`config.mk`:
```
export PLATFORM = sky130hd
export DESIGN_NAME = ec_scalar_multiply_core
export DESIGN_NICKNAME = d
export VERILOG_FILES = /design/src/rtl/ecsm_pkg.sv /design/src/rtl/ec_scalar_multiply_core.sv /design/src/rtl/ecsm_fmul.sv /design/src/rtl/ecsm_seq.sv
export SDC_FILE = /design/constraint.sdc
export NUM_CORES = 2
export LEC_CHECK = 0
export ABC_AREA = 1
export CAP_MARGIN = 40
export CORE_MARGIN = 4
export CORE_UTILIZATION = 28
export CTS_BUF_LIST = sky130_fd_sc_hd__clkbuf_16
export DETAILED_ROUTE_END_ITERATION = 7
export DONT_BUFFER_PORTS = 1
export PLACE_DENSITY_LB_ADDON = 0.05
export SLEW_MARGIN = 20
export SYNTH_ARGS = -nofsm -noshare
export SYNTH_HDL_FRONTEND = slang
export SYNTH_SLANG_ARGS = --single-unit
```
`constraint.sdc`:
```
create_clock -name clk_i -period 12.3 [get_ports clk_i]
set_input_delay 1.23 -clock clk_i [delete_from_list [all_inputs] [get_ports clk_i]]
set_output_delay 1.23 -clock clk_i [all_outputs]
set_load 0.01 [all_outputs]
```
`src/rtl/ecsm_pkg.sv`:
```
package ecsm_pkg;

  localparam int unsigned FieldBits  = 31;
  localparam int unsigned ScalarBits = 32;
  localparam int unsigned CoefAReset = 2;
  localparam int unsigned ModReset   = 17;

  // Register indexes on the configuration port.
  localparam int unsigned RegCoefA   = 0;
  localparam int unsigned RegModulus = 1;

  typedef struct packed {
    logic [ScalarBits-1:0] scalar;
    logic                  point_at_infinity;
    logic [FieldBits-1:0]  point_y;
    logic [FieldBits-1:0]  point_x;
  } ecsm_in_t;

  typedef struct packed {
    logic                 inverse_fault;
    logic                 result_at_infinity;
    logic [FieldBits-1:0] result_y;
    logic [FieldBits-1:0] result_x;
  } ecsm_out_t;

  // Request and response between the sequencer and the field multiplier.
  typedef struct packed {
    logic start;
  } ecsm_mul_req_t;

  typedef struct packed {
    logic done;
  } ecsm_mul_rsp_t;

endpackage

```
`src/rtl/ec_scalar_multiply_core.sv`:
```
// Affine elliptic-curve scalar multiplier, k*P by right-to-left
// double-and-add over a prime field of up to 31 bits. Drive start high with
// a transaction; it is taken at the rising edge where busy is low, and busy
// is high from the next cycle. The result strobe done_o lasts one cycle, comes
// with busy back low, and cannot be stalled: capture it then. A zero scalar,
// a base point at infinity or a modulus below three goes from acceptance
// straight to the output state, with no field product. Otherwise every
// field product runs through one bit-serial multiplier; a point operation
// costs up to 2*FIELD_BITS+5 products (the Fermat inversion always walks all
// FIELD_BITS exponent bits, squaring each and multiplying on set bits), and
// at most SCALAR_BITS doublings plus as many additions run. Each full
// computation writes coef_a back reduced modulo the modulus. Write coef_a
// (0x0) and modulus (0x4) only while idle.
module ec_scalar_multiply_core #(
  parameter int unsigned FIELD_BITS  = ecsm_pkg::FieldBits,
  parameter int unsigned SCALAR_BITS = ecsm_pkg::ScalarBits
) (
  input  logic                clk_i,
  input  logic                rst_ni,
  input  logic                start,
  output logic                busy,
  input  ecsm_pkg::ecsm_in_t  in_i,
  output logic                done_o,
  output ecsm_pkg::ecsm_out_t out_o,
  input  logic                psel,
  input  logic                penable,
  input  logic                pwrite,
  input  logic [2:0]          paddr,
  input  logic [31:0]         pwdata,
  output logic [31:0]         prdata,
  output logic                pready
);
  logic [FIELD_BITS-1:0] coef_a_q, mod_q;
  logic                  wr_en;
  logic                  coef_wr;
  logic [FIELD_BITS-1:0] coef_red;

  // Register file: two field-width registers.
  assign wr_en  = psel && penable && pwrite;
  assign pready = 1'b1;

  always_ff @(posedge clk_i or negedge rst_ni) begin
    if (!rst_ni) begin
      coef_a_q <= FIELD_BITS'(ecsm_pkg::CoefAReset);
      mod_q    <= FIELD_BITS'(ecsm_pkg::ModReset);
    end else if (wr_en) begin
      if (paddr[2] == 1'(ecsm_pkg::RegCoefA)) coef_a_q <= pwdata[FIELD_BITS-1:0];
      else mod_q <= pwdata[FIELD_BITS-1:0];
    end else if (coef_wr) begin
      // Hold coef_a reduced once a computation has reduced it.
      coef_a_q <= coef_red;
    end
  end

  always_comb begin
    prdata = '0;
    if (paddr[2] == 1'(ecsm_pkg::RegModulus)) prdata[FIELD_BITS-1:0] = mod_q;
    else prdata[FIELD_BITS-1:0] = coef_a_q;
  end

  ecsm_seq #(.FIELD_BITS(FIELD_BITS), .SCALAR_BITS(SCALAR_BITS)) u_seq (
    .clk_i, .rst_ni, .start_i(start && !busy), .in_i,
    .coef_a_i(coef_a_q), .mod_i(mod_q),
    .busy_o(busy), .done_o, .out_o,
    .coef_wr_o(coef_wr), .coef_a_o(coef_red)
  );

`ifndef ASSERT_OFF
  // The result strobe comes with the return to idle.
  a_done_ends_busy: assert property (@(posedge clk_i) disable iff (!rst_ni)
    done_o |-> !busy) else $error("result strobe without return to idle");
  a_fault_clean: assert property (@(posedge clk_i) disable iff (!rst_ni)
    done_o && out_o.inverse_fault |-> !out_o.result_at_infinity &&
    out_o.result_x == '0 && out_o.result_y == '0) else $error("fault result not cleared");
  a_accept_busy: assert property (@(posedge clk_i) disable iff (!rst_ni)
    start && !busy |=> busy) else $error("accepted transaction not started");
`endif
endmodule

```
`src/rtl/ecsm_fmul.sv`:
```
// Bit-serial modular multiplier: one doubling and conditional add per cycle.
module ecsm_fmul #(
  parameter int unsigned FIELD_BITS = ecsm_pkg::FieldBits
) (
  input  logic                     clk_i,
  input  logic                     rst_ni,
  input  ecsm_pkg::ecsm_mul_req_t  req_i,
  input  logic [FIELD_BITS-1:0]    a_i,
  input  logic [FIELD_BITS-1:0]    b_i,
  input  logic [FIELD_BITS-1:0]    mod_i,
  output ecsm_pkg::ecsm_mul_rsp_t  rsp_o,
  output logic [FIELD_BITS-1:0]    prod_o
);
  localparam int unsigned CntW = $clog2(FIELD_BITS + 1);

  logic [FIELD_BITS-1:0] acc_q, acc_d, b_q, b_d, a_q, a_d;
  logic [CntW-1:0]       cnt_q, cnt_d;
  logic                  busy_q, busy_d, done_q, done_d;
  logic [FIELD_BITS:0]   dbl, dblr, sum;
  logic [FIELD_BITS-1:0] step;

  always_comb begin
    dbl  = {acc_q, 1'b0};
    dblr = (dbl >= {1'b0, mod_i}) ? dbl - {1'b0, mod_i} : dbl;
    sum  = dblr + {1'b0, a_q};
    if (b_q[FIELD_BITS-1]) begin
      step = (sum >= {1'b0, mod_i}) ? FIELD_BITS'(sum - {1'b0, mod_i})
                                    : FIELD_BITS'(sum);
    end else begin
      step = FIELD_BITS'(dblr);
    end
    acc_d = acc_q; b_d = b_q; a_d = a_q; cnt_d = cnt_q;
    busy_d = busy_q; done_d = 1'b0;
    if (req_i.start) begin
      acc_d = '0; a_d = a_i; b_d = b_i;
      cnt_d = CntW'(FIELD_BITS); busy_d = 1'b1;
    end else if (busy_q) begin
      acc_d = step;
      b_d = {b_q[FIELD_BITS-2:0], 1'b0};
      cnt_d = cnt_q - 1'b1;
      if (cnt_q == CntW'(1)) begin
        busy_d = 1'b0; done_d = 1'b1;
      end
    end
  end

  always_ff @(posedge clk_i or negedge rst_ni) begin
    if (!rst_ni) begin
      busy_q <= 1'b0; done_q <= 1'b0; cnt_q <= '0;
    end else begin
      busy_q <= busy_d; done_q <= done_d; cnt_q <= cnt_d;
    end
  end

  always_ff @(posedge clk_i) begin
    acc_q <= acc_d; a_q <= a_d; b_q <= b_d;
  end

  assign rsp_o.done = done_q;
  assign prod_o = acc_q;
endmodule

```
`src/rtl/ecsm_seq.sv`:
```
// Point arithmetic sequencer: double-and-add over scalar bits, all products
// and Fermat inversions through the shared multiplier.
module ecsm_seq #(
  parameter int unsigned FIELD_BITS  = ecsm_pkg::FieldBits,
  parameter int unsigned SCALAR_BITS = ecsm_pkg::ScalarBits
) (
  input  logic                    clk_i,
  input  logic                    rst_ni,
  input  logic                    start_i,
  input  ecsm_pkg::ecsm_in_t      in_i,
  input  logic [FIELD_BITS-1:0]   coef_a_i,
  input  logic [FIELD_BITS-1:0]   mod_i,
  output logic                    busy_o,
  output logic                    done_o,
  output ecsm_pkg::ecsm_out_t     out_o,
  output logic                    coef_wr_o,
  output logic [FIELD_BITS-1:0]   coef_a_o
);
  localparam int unsigned CntW = $clog2(FIELD_BITS + 1);
  localparam int unsigned EW   = $clog2(FIELD_BITS);

  typedef enum logic [4:0] {
    S_IDLE, S_RED, S_LOOP, S_ADD, S_DBL, S_CHK,
    S_PREP, S_INV_SQ, S_INV_SQW, S_INV_ML, S_INV_MLW,
    S_LAM, S_LAMW, S_LSQ, S_LSQW, S_YM, S_YMW,
    S_TSQ, S_TSQW, S_T3, S_T3W, S_FIN, S_OUT
  } state_e;

  state_e state_q;
  logic [FIELD_BITS-1:0] a_q, m_q, qx_q, qy_q, rx_q, ry_q, t_q, num_q, den_q, inv_q,
                         xr_q, red_q;
  logic [SCALAR_BITS-1:0] mag_q;
  logic rinf_q, fault_q, dbl_q, is_dbl_q, res_inf_q, done_q;
  logic in_i_neg_q;
  logic [1:0] red_cnt_q;
  logic [CntW-1:0] bit_q;
  logic [FIELD_BITS-1:0] ma_q, mb_q;
  ecsm_pkg::ecsm_mul_req_t req_q;
  ecsm_pkg::ecsm_mul_rsp_t rsp;
  logic [FIELD_BITS-1:0] prod;
  ecsm_pkg::ecsm_out_t out_q;

  ecsm_fmul #(.FIELD_BITS(FIELD_BITS)) u_fmul (
    .clk_i, .rst_ni, .req_i(req_q), .a_i(ma_q), .b_i(mb_q), .mod_i(m_q),
    .rsp_o(rsp), .prod_o(prod)
  );

  function automatic logic [FIELD_BITS-1:0] fadd(
    input logic [FIELD_BITS-1:0] x, input logic [FIELD_BITS-1:0] y,
    input logic [FIELD_BITS-1:0] m);
    logic [FIELD_BITS:0] s;
    s = {1'b0, x} + {1'b0, y};
    if (s >= {1'b0, m}) s = s - {1'b0, m};
    return FIELD_BITS'(s);
  endfunction

  function automatic logic [FIELD_BITS-1:0] fsub(
    input logic [FIELD_BITS-1:0] x, input logic [FIELD_BITS-1:0] y,
    input logic [FIELD_BITS-1:0] m);
    return (x >= y) ? x - y : m - (y - x);
  endfunction

  // Operands of the current point addition or doubling: p1 and p2.
  logic [FIELD_BITS-1:0] p1x, p1y, p2x, p2y;
  logic [FIELD_BITS-1:0] e_val;
  always_comb begin
    p1x = dbl_q ? qx_q : rx_q;
    p1y = dbl_q ? qy_q : ry_q;
    p2x = qx_q;
    p2y = qy_q;
    e_val = m_q - FIELD_BITS'(2);
  end

  // Launch a product whenever the state below loads new operands.
  logic mul_go;
  always_comb begin
    mul_go = 1'b0;
    case (state_q)
      S_RED:     mul_go = (red_cnt_q == 2'd0) || ((red_cnt_q != 2'd3) && rsp.done);
      S_CHK:     mul_go = is_dbl_q;
      S_TSQW, S_LAMW, S_LSQW: mul_go = rsp.done;
      S_INV_SQ:  mul_go = 1'b1;
      S_INV_SQW: mul_go = rsp.done && e_val[EW'(bit_q - 1'b1)];
      default:   mul_go = 1'b0;
    endcase
  end

  always_ff @(posedge clk_i or negedge rst_ni) begin
    if (!rst_ni) begin
      state_q <= S_IDLE;
      req_q   <= '0;
      done_q  <= 1'b0;
    end else begin
      req_q.start <= mul_go;
      done_q <= (state_q == S_OUT);
      case (state_q)
        S_IDLE: begin
          if (start_i) begin
            m_q <= mod_i; a_q <= coef_a_i;
            qx_q <= in_i.point_x; qy_q <= in_i.point_y;
            mag_q <= in_i.scalar[SCALAR_BITS-1] ? SCALAR_BITS'(-in_i.scalar)
                                                : in_i.scalar;
            in_i_neg_q <= in_i.scalar[SCALAR_BITS-1];
            fault_q <= (mod_i < FIELD_BITS'(3)); rinf_q <= 1'b1;
            res_inf_q <= 1'b0;
            if (mod_i < FIELD_BITS'(3)) begin
              state_q <= S_OUT;
            end else if (in_i.scalar == '0 || in_i.point_at_infinity) begin
              state_q <= S_OUT;
            end else begin
              red_q <= '0; red_cnt_q <= '0; state_q <= S_RED;
            end
          end
        end
        // Reduce a, x, y modulo p as the product 1*v: v runs through the
        // bit-serial path, so any W-bit value comes out fully reduced.
        // The reduced a also goes back to the coef_a register; y is negated for a negative scalar.
        S_RED: begin
          case (red_cnt_q)
            2'd0: begin ma_q <= FIELD_BITS'(1); mb_q <= a_q;
              red_cnt_q <= 2'd1; end
            2'd1: if (rsp.done) begin a_q <= prod; ma_q <= FIELD_BITS'(1);
              mb_q <= qx_q; red_cnt_q <= 2'd2; end
            2'd2: if (rsp.done) begin qx_q <= prod; ma_q <= FIELD_BITS'(1);
              mb_q <= qy_q; red_cnt_q <= 2'd3; end
            default: if (rsp.done) begin
              qy_q <= in_i_neg_q ? fsub('0, prod, m_q) : prod;
              state_q <= S_LOOP; end
          endcase
        end
        S_LOOP: begin
          if (mag_q == '0) state_q <= S_OUT;
          else if (mag_q[0]) begin dbl_q <= 1'b0; state_q <= S_ADD; end
          else begin dbl_q <= 1'b1; state_q <= S_DBL; end
        end
        S_ADD, S_DBL: begin
          // Resolve the cheap cases of the group law.
          if (!dbl_q && rinf_q) begin
            rx_q <= qx_q; ry_q <= qy_q; rinf_q <= 1'b0; state_q <= S_FIN;
          end else if (p1x == p2x && fadd(p1y, p2y, m_q) == '0) begin
            res_inf_q <= 1'b1; state_q <= S_FIN;
          end else begin
            res_inf_q <= 1'b0;
            is_dbl_q <= (p1x == p2x && p1y == p2y);
            state_q <= S_CHK;
          end
        end
        S_CHK: begin
          if (is_dbl_q) begin
            den_q <= fadd(p1y, p1y, m_q);
            ma_q <= p1x; mb_q <= p1x; state_q <= S_TSQW;
          end else begin
            num_q <= fsub(p2y, p1y, m_q);
            den_q <= fsub(p2x, p1x, m_q);
            state_q <= S_PREP;
          end
        end
        S_TSQW: if (rsp.done) begin
          ma_q <= prod; mb_q <= FIELD_BITS'(3);
          state_q <= S_T3W;
        end
        S_T3W: if (rsp.done) begin
          num_q <= fadd(prod, a_q, m_q); state_q <= S_PREP;
        end
        S_PREP: begin
          if (den_q == '0) begin
            fault_q <= 1'b1; state_q <= S_OUT;
          end else begin
            inv_q <= FIELD_BITS'(1); bit_q <= CntW'(FIELD_BITS);
            state_q <= S_INV_SQ;
          end
        end
        S_INV_SQ: begin
          if (bit_q == '0) begin
            ma_q <= num_q; mb_q <= inv_q;
            state_q <= S_LAMW;
          end else begin
            ma_q <= inv_q; mb_q <= inv_q;
            state_q <= S_INV_SQW;
          end
        end
        S_INV_SQW: if (rsp.done) begin
          inv_q <= prod;
          if (e_val[EW'(bit_q - 1'b1)]) begin
            ma_q <= prod; mb_q <= den_q;
            state_q <= S_INV_MLW;
          end else begin
            bit_q <= bit_q - 1'b1; state_q <= S_INV_SQ;
          end
        end
        S_INV_MLW: if (rsp.done) begin
          inv_q <= prod; bit_q <= bit_q - 1'b1; state_q <= S_INV_SQ;
        end
        S_LAMW: if (rsp.done) begin
          t_q <= prod; ma_q <= prod; mb_q <= prod;
          state_q <= S_LSQW;
        end
        S_LSQW: if (rsp.done) begin
          xr_q <= fsub(fsub(prod, p1x, m_q), p2x, m_q);
          ma_q <= t_q; mb_q <= fsub(p1x, fsub(fsub(prod, p1x, m_q), p2x, m_q), m_q);
          state_q <= S_YMW;
        end
        S_YMW: if (rsp.done) begin
          if (dbl_q) begin
            qx_q <= xr_q; qy_q <= fsub(prod, p1y, m_q);
          end else begin
            rx_q <= xr_q; ry_q <= fsub(prod, p1y, m_q);
          end
          state_q <= S_FIN;
        end
        S_FIN: begin
          if (res_inf_q) begin
            if (dbl_q) begin
              // q at infinity: later additions leave r unchanged.
              mag_q <= '0; state_q <= S_OUT;
            end else begin
              rinf_q <= 1'b1;
            end
          end
          res_inf_q <= 1'b0;
          if (!(res_inf_q && dbl_q)) begin
            if (!dbl_q) begin
              dbl_q <= 1'b1; state_q <= S_DBL;
            end else begin
              mag_q <= mag_q >> 1; state_q <= S_LOOP;
            end
          end
        end
        S_OUT: begin
          out_q.inverse_fault <= fault_q;
          out_q.result_at_infinity <= !fault_q && rinf_q;
          out_q.result_x <= (fault_q || rinf_q) ? '0 : rx_q;
          out_q.result_y <= (fault_q || rinf_q) ? '0 : ry_q;
          state_q <= S_IDLE;
        end
        default: state_q <= S_IDLE;
      endcase
    end
  end

  assign busy_o    = (state_q != S_IDLE);
  assign done_o    = done_q;
  assign out_o     = out_q;
  assign coef_wr_o = (state_q == S_RED) && (red_cnt_q == 2'd1) && rsp.done;
  assign coef_a_o  = prod;
endmodule
```
==> implementation parameters <==
Parameter                              Value

Critical path
  Maximum fanout along the worst path    30
  Longest individual stage delay on the worst path    0.64 ns
  Required arrival time at the worst endpoint    12.86 ns
  Critical path endpoint category    register
  Most used cell along the critical path    sky130_fd_sc_hd__a21oi_1
  Register-to-register setup slack    1.17 ns
  Origin of the critical flop-to-flop path    u_seq.dbl_q$_SDFFCE_PP1P_
  Beginning of the critical path    u_seq.dbl_q$_SDFFCE_PP1P_
  Capturing element of the worst setup path    u_seq.mb_q[18]$_DFFE_PP_
  Worst path slowest cell    sky130_fd_sc_hd__inv_1
  Startpoint kind of the worst setup timing path    register
  Endpoint arrival time on the critical path    11.68 ns
  Capture point of the worst reg-to-reg path    u_seq.mb_q[18]$_DFFE_PP_
  Type of the worst setup path    register to register
  Cells on worst reg2reg path    38

Routing
  Met3 routed WL    34400 µm
  Number of routed nets with antenna violations    0
  Top routing layer used    met5
  Number of detailed-route iterations in the first pass    6
  DRC violation total after the first TritonRoute iteration    8763
  Met2 Routed Length    216000 µm
  Vias per cell    5.49
  Wire length per cell after detailed routing    35.0 µm
  Routed vias    79400
  Total routed wirelength    506000 µm
  DRC Markers    0
  Sum of routed wire segments on met1    214000 µm

CTS
  Total of hold buffers inserted after clock tree synthesis    0
  Clock tree from TritonCTS    done
  Cells resized by post-CTS repair    0
  Root buffer selected by CTS    sky130_fd_sc_hd__clkbuf_16
  Count of clock tree sinks    681
  Maximum count of clock buffers along a single path    3
  Cts bufs inserted    97
  Clock latency of the later-clocked register in the worst-skew pair    0.83 ns
  Clock Pin Slew Worst Setup and Hold Paths    0.06 ns
  Maximum level of the CTS H-tree    3
  Setup fix buffers added after clock tree synthesis    0

Global route
  Antenna violations before repair    76
  Total congestion overflow    0
  First-pass GRT wire length    667000 µm
  Vias in the first global route    76000
  Pin count of the biggest net entering global routing    83
  GRT Total Usage    35.3%

Die
  Horiz. Die Dim    526 µm
  Die extent in y    526 µm
  Floorplan die area    277000 µm²
  Placeable core area    266000 µm²
  Number of I/O pins    235
  Standard-cell rows    189
  Starting Density    28.2%

Cells and area
  Share of layout cells above drive strength 1    6.68%
  Footprint of the multi-input gates    48600 µm²
  Filler cell count    29400
  Post-route cell area    85000 µm²
  Final nets    11800
  Layout overhead on the synthesized area    13.1%
  Seq. cell area    19800 µm²

Synthesis
  Synth Register Bits    681
  Number of synthesized flops with an enable pin    574
  Post-synthesis instance area    75200 µm²
  Sequential-to-total area share from yosys stat    26.3%
  Yosys Warn Count    0
  Avg Inst Size Synth    7.09 µm²
  Mapped Nets    11600
  Number of distinct library cells after synthesis    76
  Leading register cell type out of synthesis    sky130_fd_sc_hd__edfxtp_1
  Asr flop ratio synth    11.2%
  Number of instances in the synthesized netlist    10600

Timing
  Worst-case clock skew    0.124 ns
  Final period demand of the worst path    11.13 ns
  Total negative slack for setup checks    0 ns
  Unrepaired setup endpoints after global routing    false
  Hold Vio Cnt, Final    0
  Smallest setup slack after layout    1.17 ns
  Slew at the pin closest to its max-slew limit    1.01 ns
  Number of pins with negative max-slew slack in the final report    0
  Setup violators final    0
  Final Cycle Share    90.5%
  Worst rel slew slack    32.7%
  Highest Clock Rate    89.9 MHz

Job
  Reported max-cap violation count    0

Place
  Number of buffers added on ports    0
  Worst slack, placed    1.37 ns
  Placer Congestion    1.10
  Half-perimeter wire length after placement    425000 µm
  DP Area    81700 µm²

Run status
  Run status    complete, no violations

Hold path
  Class of the most critical hold timing path    primary input to async pin
==> worst max-delay path: cells and delay by family (launching register included) <==
family / cells / cell delay (ns)
AO/OA/AOI/OAI: 16 / 4.88
AND/OR/NAND/NOR: 7 / 1.51
XOR/XNOR: 1 / 0.25
buffers and inverters: 9 / 1.93
flip-flops: 1 / 0.62
adder cells (fa/ha/maj): 5 / 1.60
==> cells in the final DEF, fill, tap and decap left out, drive strengths merged, types with 46 or more instances in the layout <==
master	synthesis	layout
nand2	2340	2340
o211ai	110	110
nor4	81	81
o21ai	1003	1003
clkbuf	172	100
xnor2	200	200
fa	195	195
dfrtp	73	73
a31oi	46	46
nor3	135	135
xor2	290	290
a21o	57	57
nand3b	53	53
ha	658	658
nand3	562	562
edfxtp	574	574
nor2	942	942
o2111ai	48	48
a21boi	46	46
o21bai	47	47
clkinv	13	61
inv	1526	1549
a21oi	912	912
buf	97	391
o22ai	55	55
nand4	112	112
==> final cells by class <==
cell class,instances,share of cell area (%)
Multi-Input combinational cell,8107,57.1
Sequential cell,681,23.3
Inverter,1539,6.80
Tap cell,3533,5.20
Timing Repair Buffer,394,3.78
Clock buffer,97,2.86
Clock inverter,84,0.886
Antenna cell,38,0.112
==> how the worst min path moves through the flow <==
stage                             startpoint                           endpoint  slack, ns  cells after the start
finish                                rst_ni      u_seq.u_fmul.busy_q$_DFF_PN0_       0.11                      0
global route                          rst_ni             u_seq.done_o$_DFF_PN0_       0.08                      0
CTS                                   rst_ni  u_seq.u_fmul.cnt_q[1]$_DFFE_PN0P_       0.05                      0
detailed placement  u_seq.ma_q[21]$_DFFE_PP_     u_seq.u_fmul.a_q[21]$_DFFE_PP_       0.40                      0
global placement    u_seq.ma_q[26]$_DFFE_PP_     u_seq.u_fmul.a_q[26]$_DFFE_PP_       0.40                      0
floorplan            u_seq.ma_q[0]$_DFFE_PP_      u_seq.u_fmul.a_q[0]$_DFFE_PP_       0.40                      0
==> metal layers <==
layer,vias to the layer above,GRT usage (%)
li1,36200,-
met1,39000,46.3
met2,3469,53.7
met3,732,5.20
met4,24,23.7
met5,-,0
==> per-stage QoR <==
stage / utilization [%] / hold slack [ns] / cells
2_1_floorplan: - / 0.400 / 10600
3_3_place_gp: 30.5 / 0.402 / 14200
3_5_place_dp: 30.7 / 0.405 / 14300
4_1_cts: 31.9 / 0.0466 / 14400
5_1_grt: 31.9 / 0.0812 / 14400
6_report: 32.0 / 0.107 / 14500
==> flip-flops by register name (all words and copies together), names as in the netlist, 31 cells and up, named ones only <==
signal               count
u_seq.out_o             64
u_seq.den_q             31
u_seq.u_fmul.b_q        31
u_seq.t_q               31
u_seq.p2x               31
u_seq.num_q             31
u_seq.ry_q              31
u_seq.inv_q             31
mod_q                   31
u_seq.p2y               31
u_seq.u_fmul.prod_o     31
u_seq.u_fmul.a_q        31
coef_a_q                31
u_seq.m_q               31
u_seq.ma_q              31
u_seq.a_q               31
u_seq.xr_q              31
u_seq.mb_q              31
u_seq.rx_q              31
==> kinds of logic (layout without fill, tap and decap cells) <==
logic type / count (synthesis) / count (layout) / synth area share, %
buffers and inverters: 1808 / 2114 / 9.32
AOI/OAI and AO/OA: 2464 / 2464 / 18.5
xor gates and xnor gates: 490 / 490 / 5.71
other: 2 / 40 / 0.00999
adders and majority gates: 853 / 853 / 16.1
DFF: 681 / 681 / 26.3
and+or+nand+nor: 4295 / 4295 / 23.9
muxes: 3 / 3 / 0.0400
==> synthesized netlist by cell type, types with 38 or more instances <==
cell type | n | area (µm²)
sky130_fd_sc_hd__a21boi_0 | 38 | 285
sky130_fd_sc_hd__a21o_1 | 57 | 428
sky130_fd_sc_hd__a21oi_1 | 891 | 4460
sky130_fd_sc_hd__a31oi_1 | 46 | 288
sky130_fd_sc_hd__buf_2 | 61 | 305
sky130_fd_sc_hd__clkbuf_1 | 169 | 634
sky130_fd_sc_hd__dfrtp_1 | 73 | 1830
sky130_fd_sc_hd__edfxtp_1 | 574 | 17200
sky130_fd_sc_hd__fa_1 | 195 | 3900
sky130_fd_sc_hd__ha_1 | 658 | 8230
sky130_fd_sc_hd__inv_1 | 1507 | 5660
sky130_fd_sc_hd__nand2_1 | 2329 | 8740
sky130_fd_sc_hd__nand3_1 | 555 | 2780
sky130_fd_sc_hd__nand3b_1 | 53 | 398
sky130_fd_sc_hd__nand4_1 | 112 | 701
sky130_fd_sc_hd__nor2_1 | 929 | 3490
sky130_fd_sc_hd__nor3_1 | 132 | 661
sky130_fd_sc_hd__nor4_1 | 80 | 500
sky130_fd_sc_hd__o2111ai_1 | 48 | 420
sky130_fd_sc_hd__o211ai_1 | 109 | 818
sky130_fd_sc_hd__o21ai_0 | 905 | 4530
sky130_fd_sc_hd__o21ai_1 | 77 | 385
sky130_fd_sc_hd__o21bai_1 | 44 | 330
sky130_fd_sc_hd__o22ai_1 | 55 | 344
sky130_fd_sc_hd__or2_2 | 44 | 275
sky130_fd_sc_hd__xnor2_1 | 200 | 1750
sky130_fd_sc_hd__xor2_1 | 290 | 2540
Power is left out: the tool's default activity adds up to more than one toggle a clock period on the data nets, which glitch-free logic cannot reach.
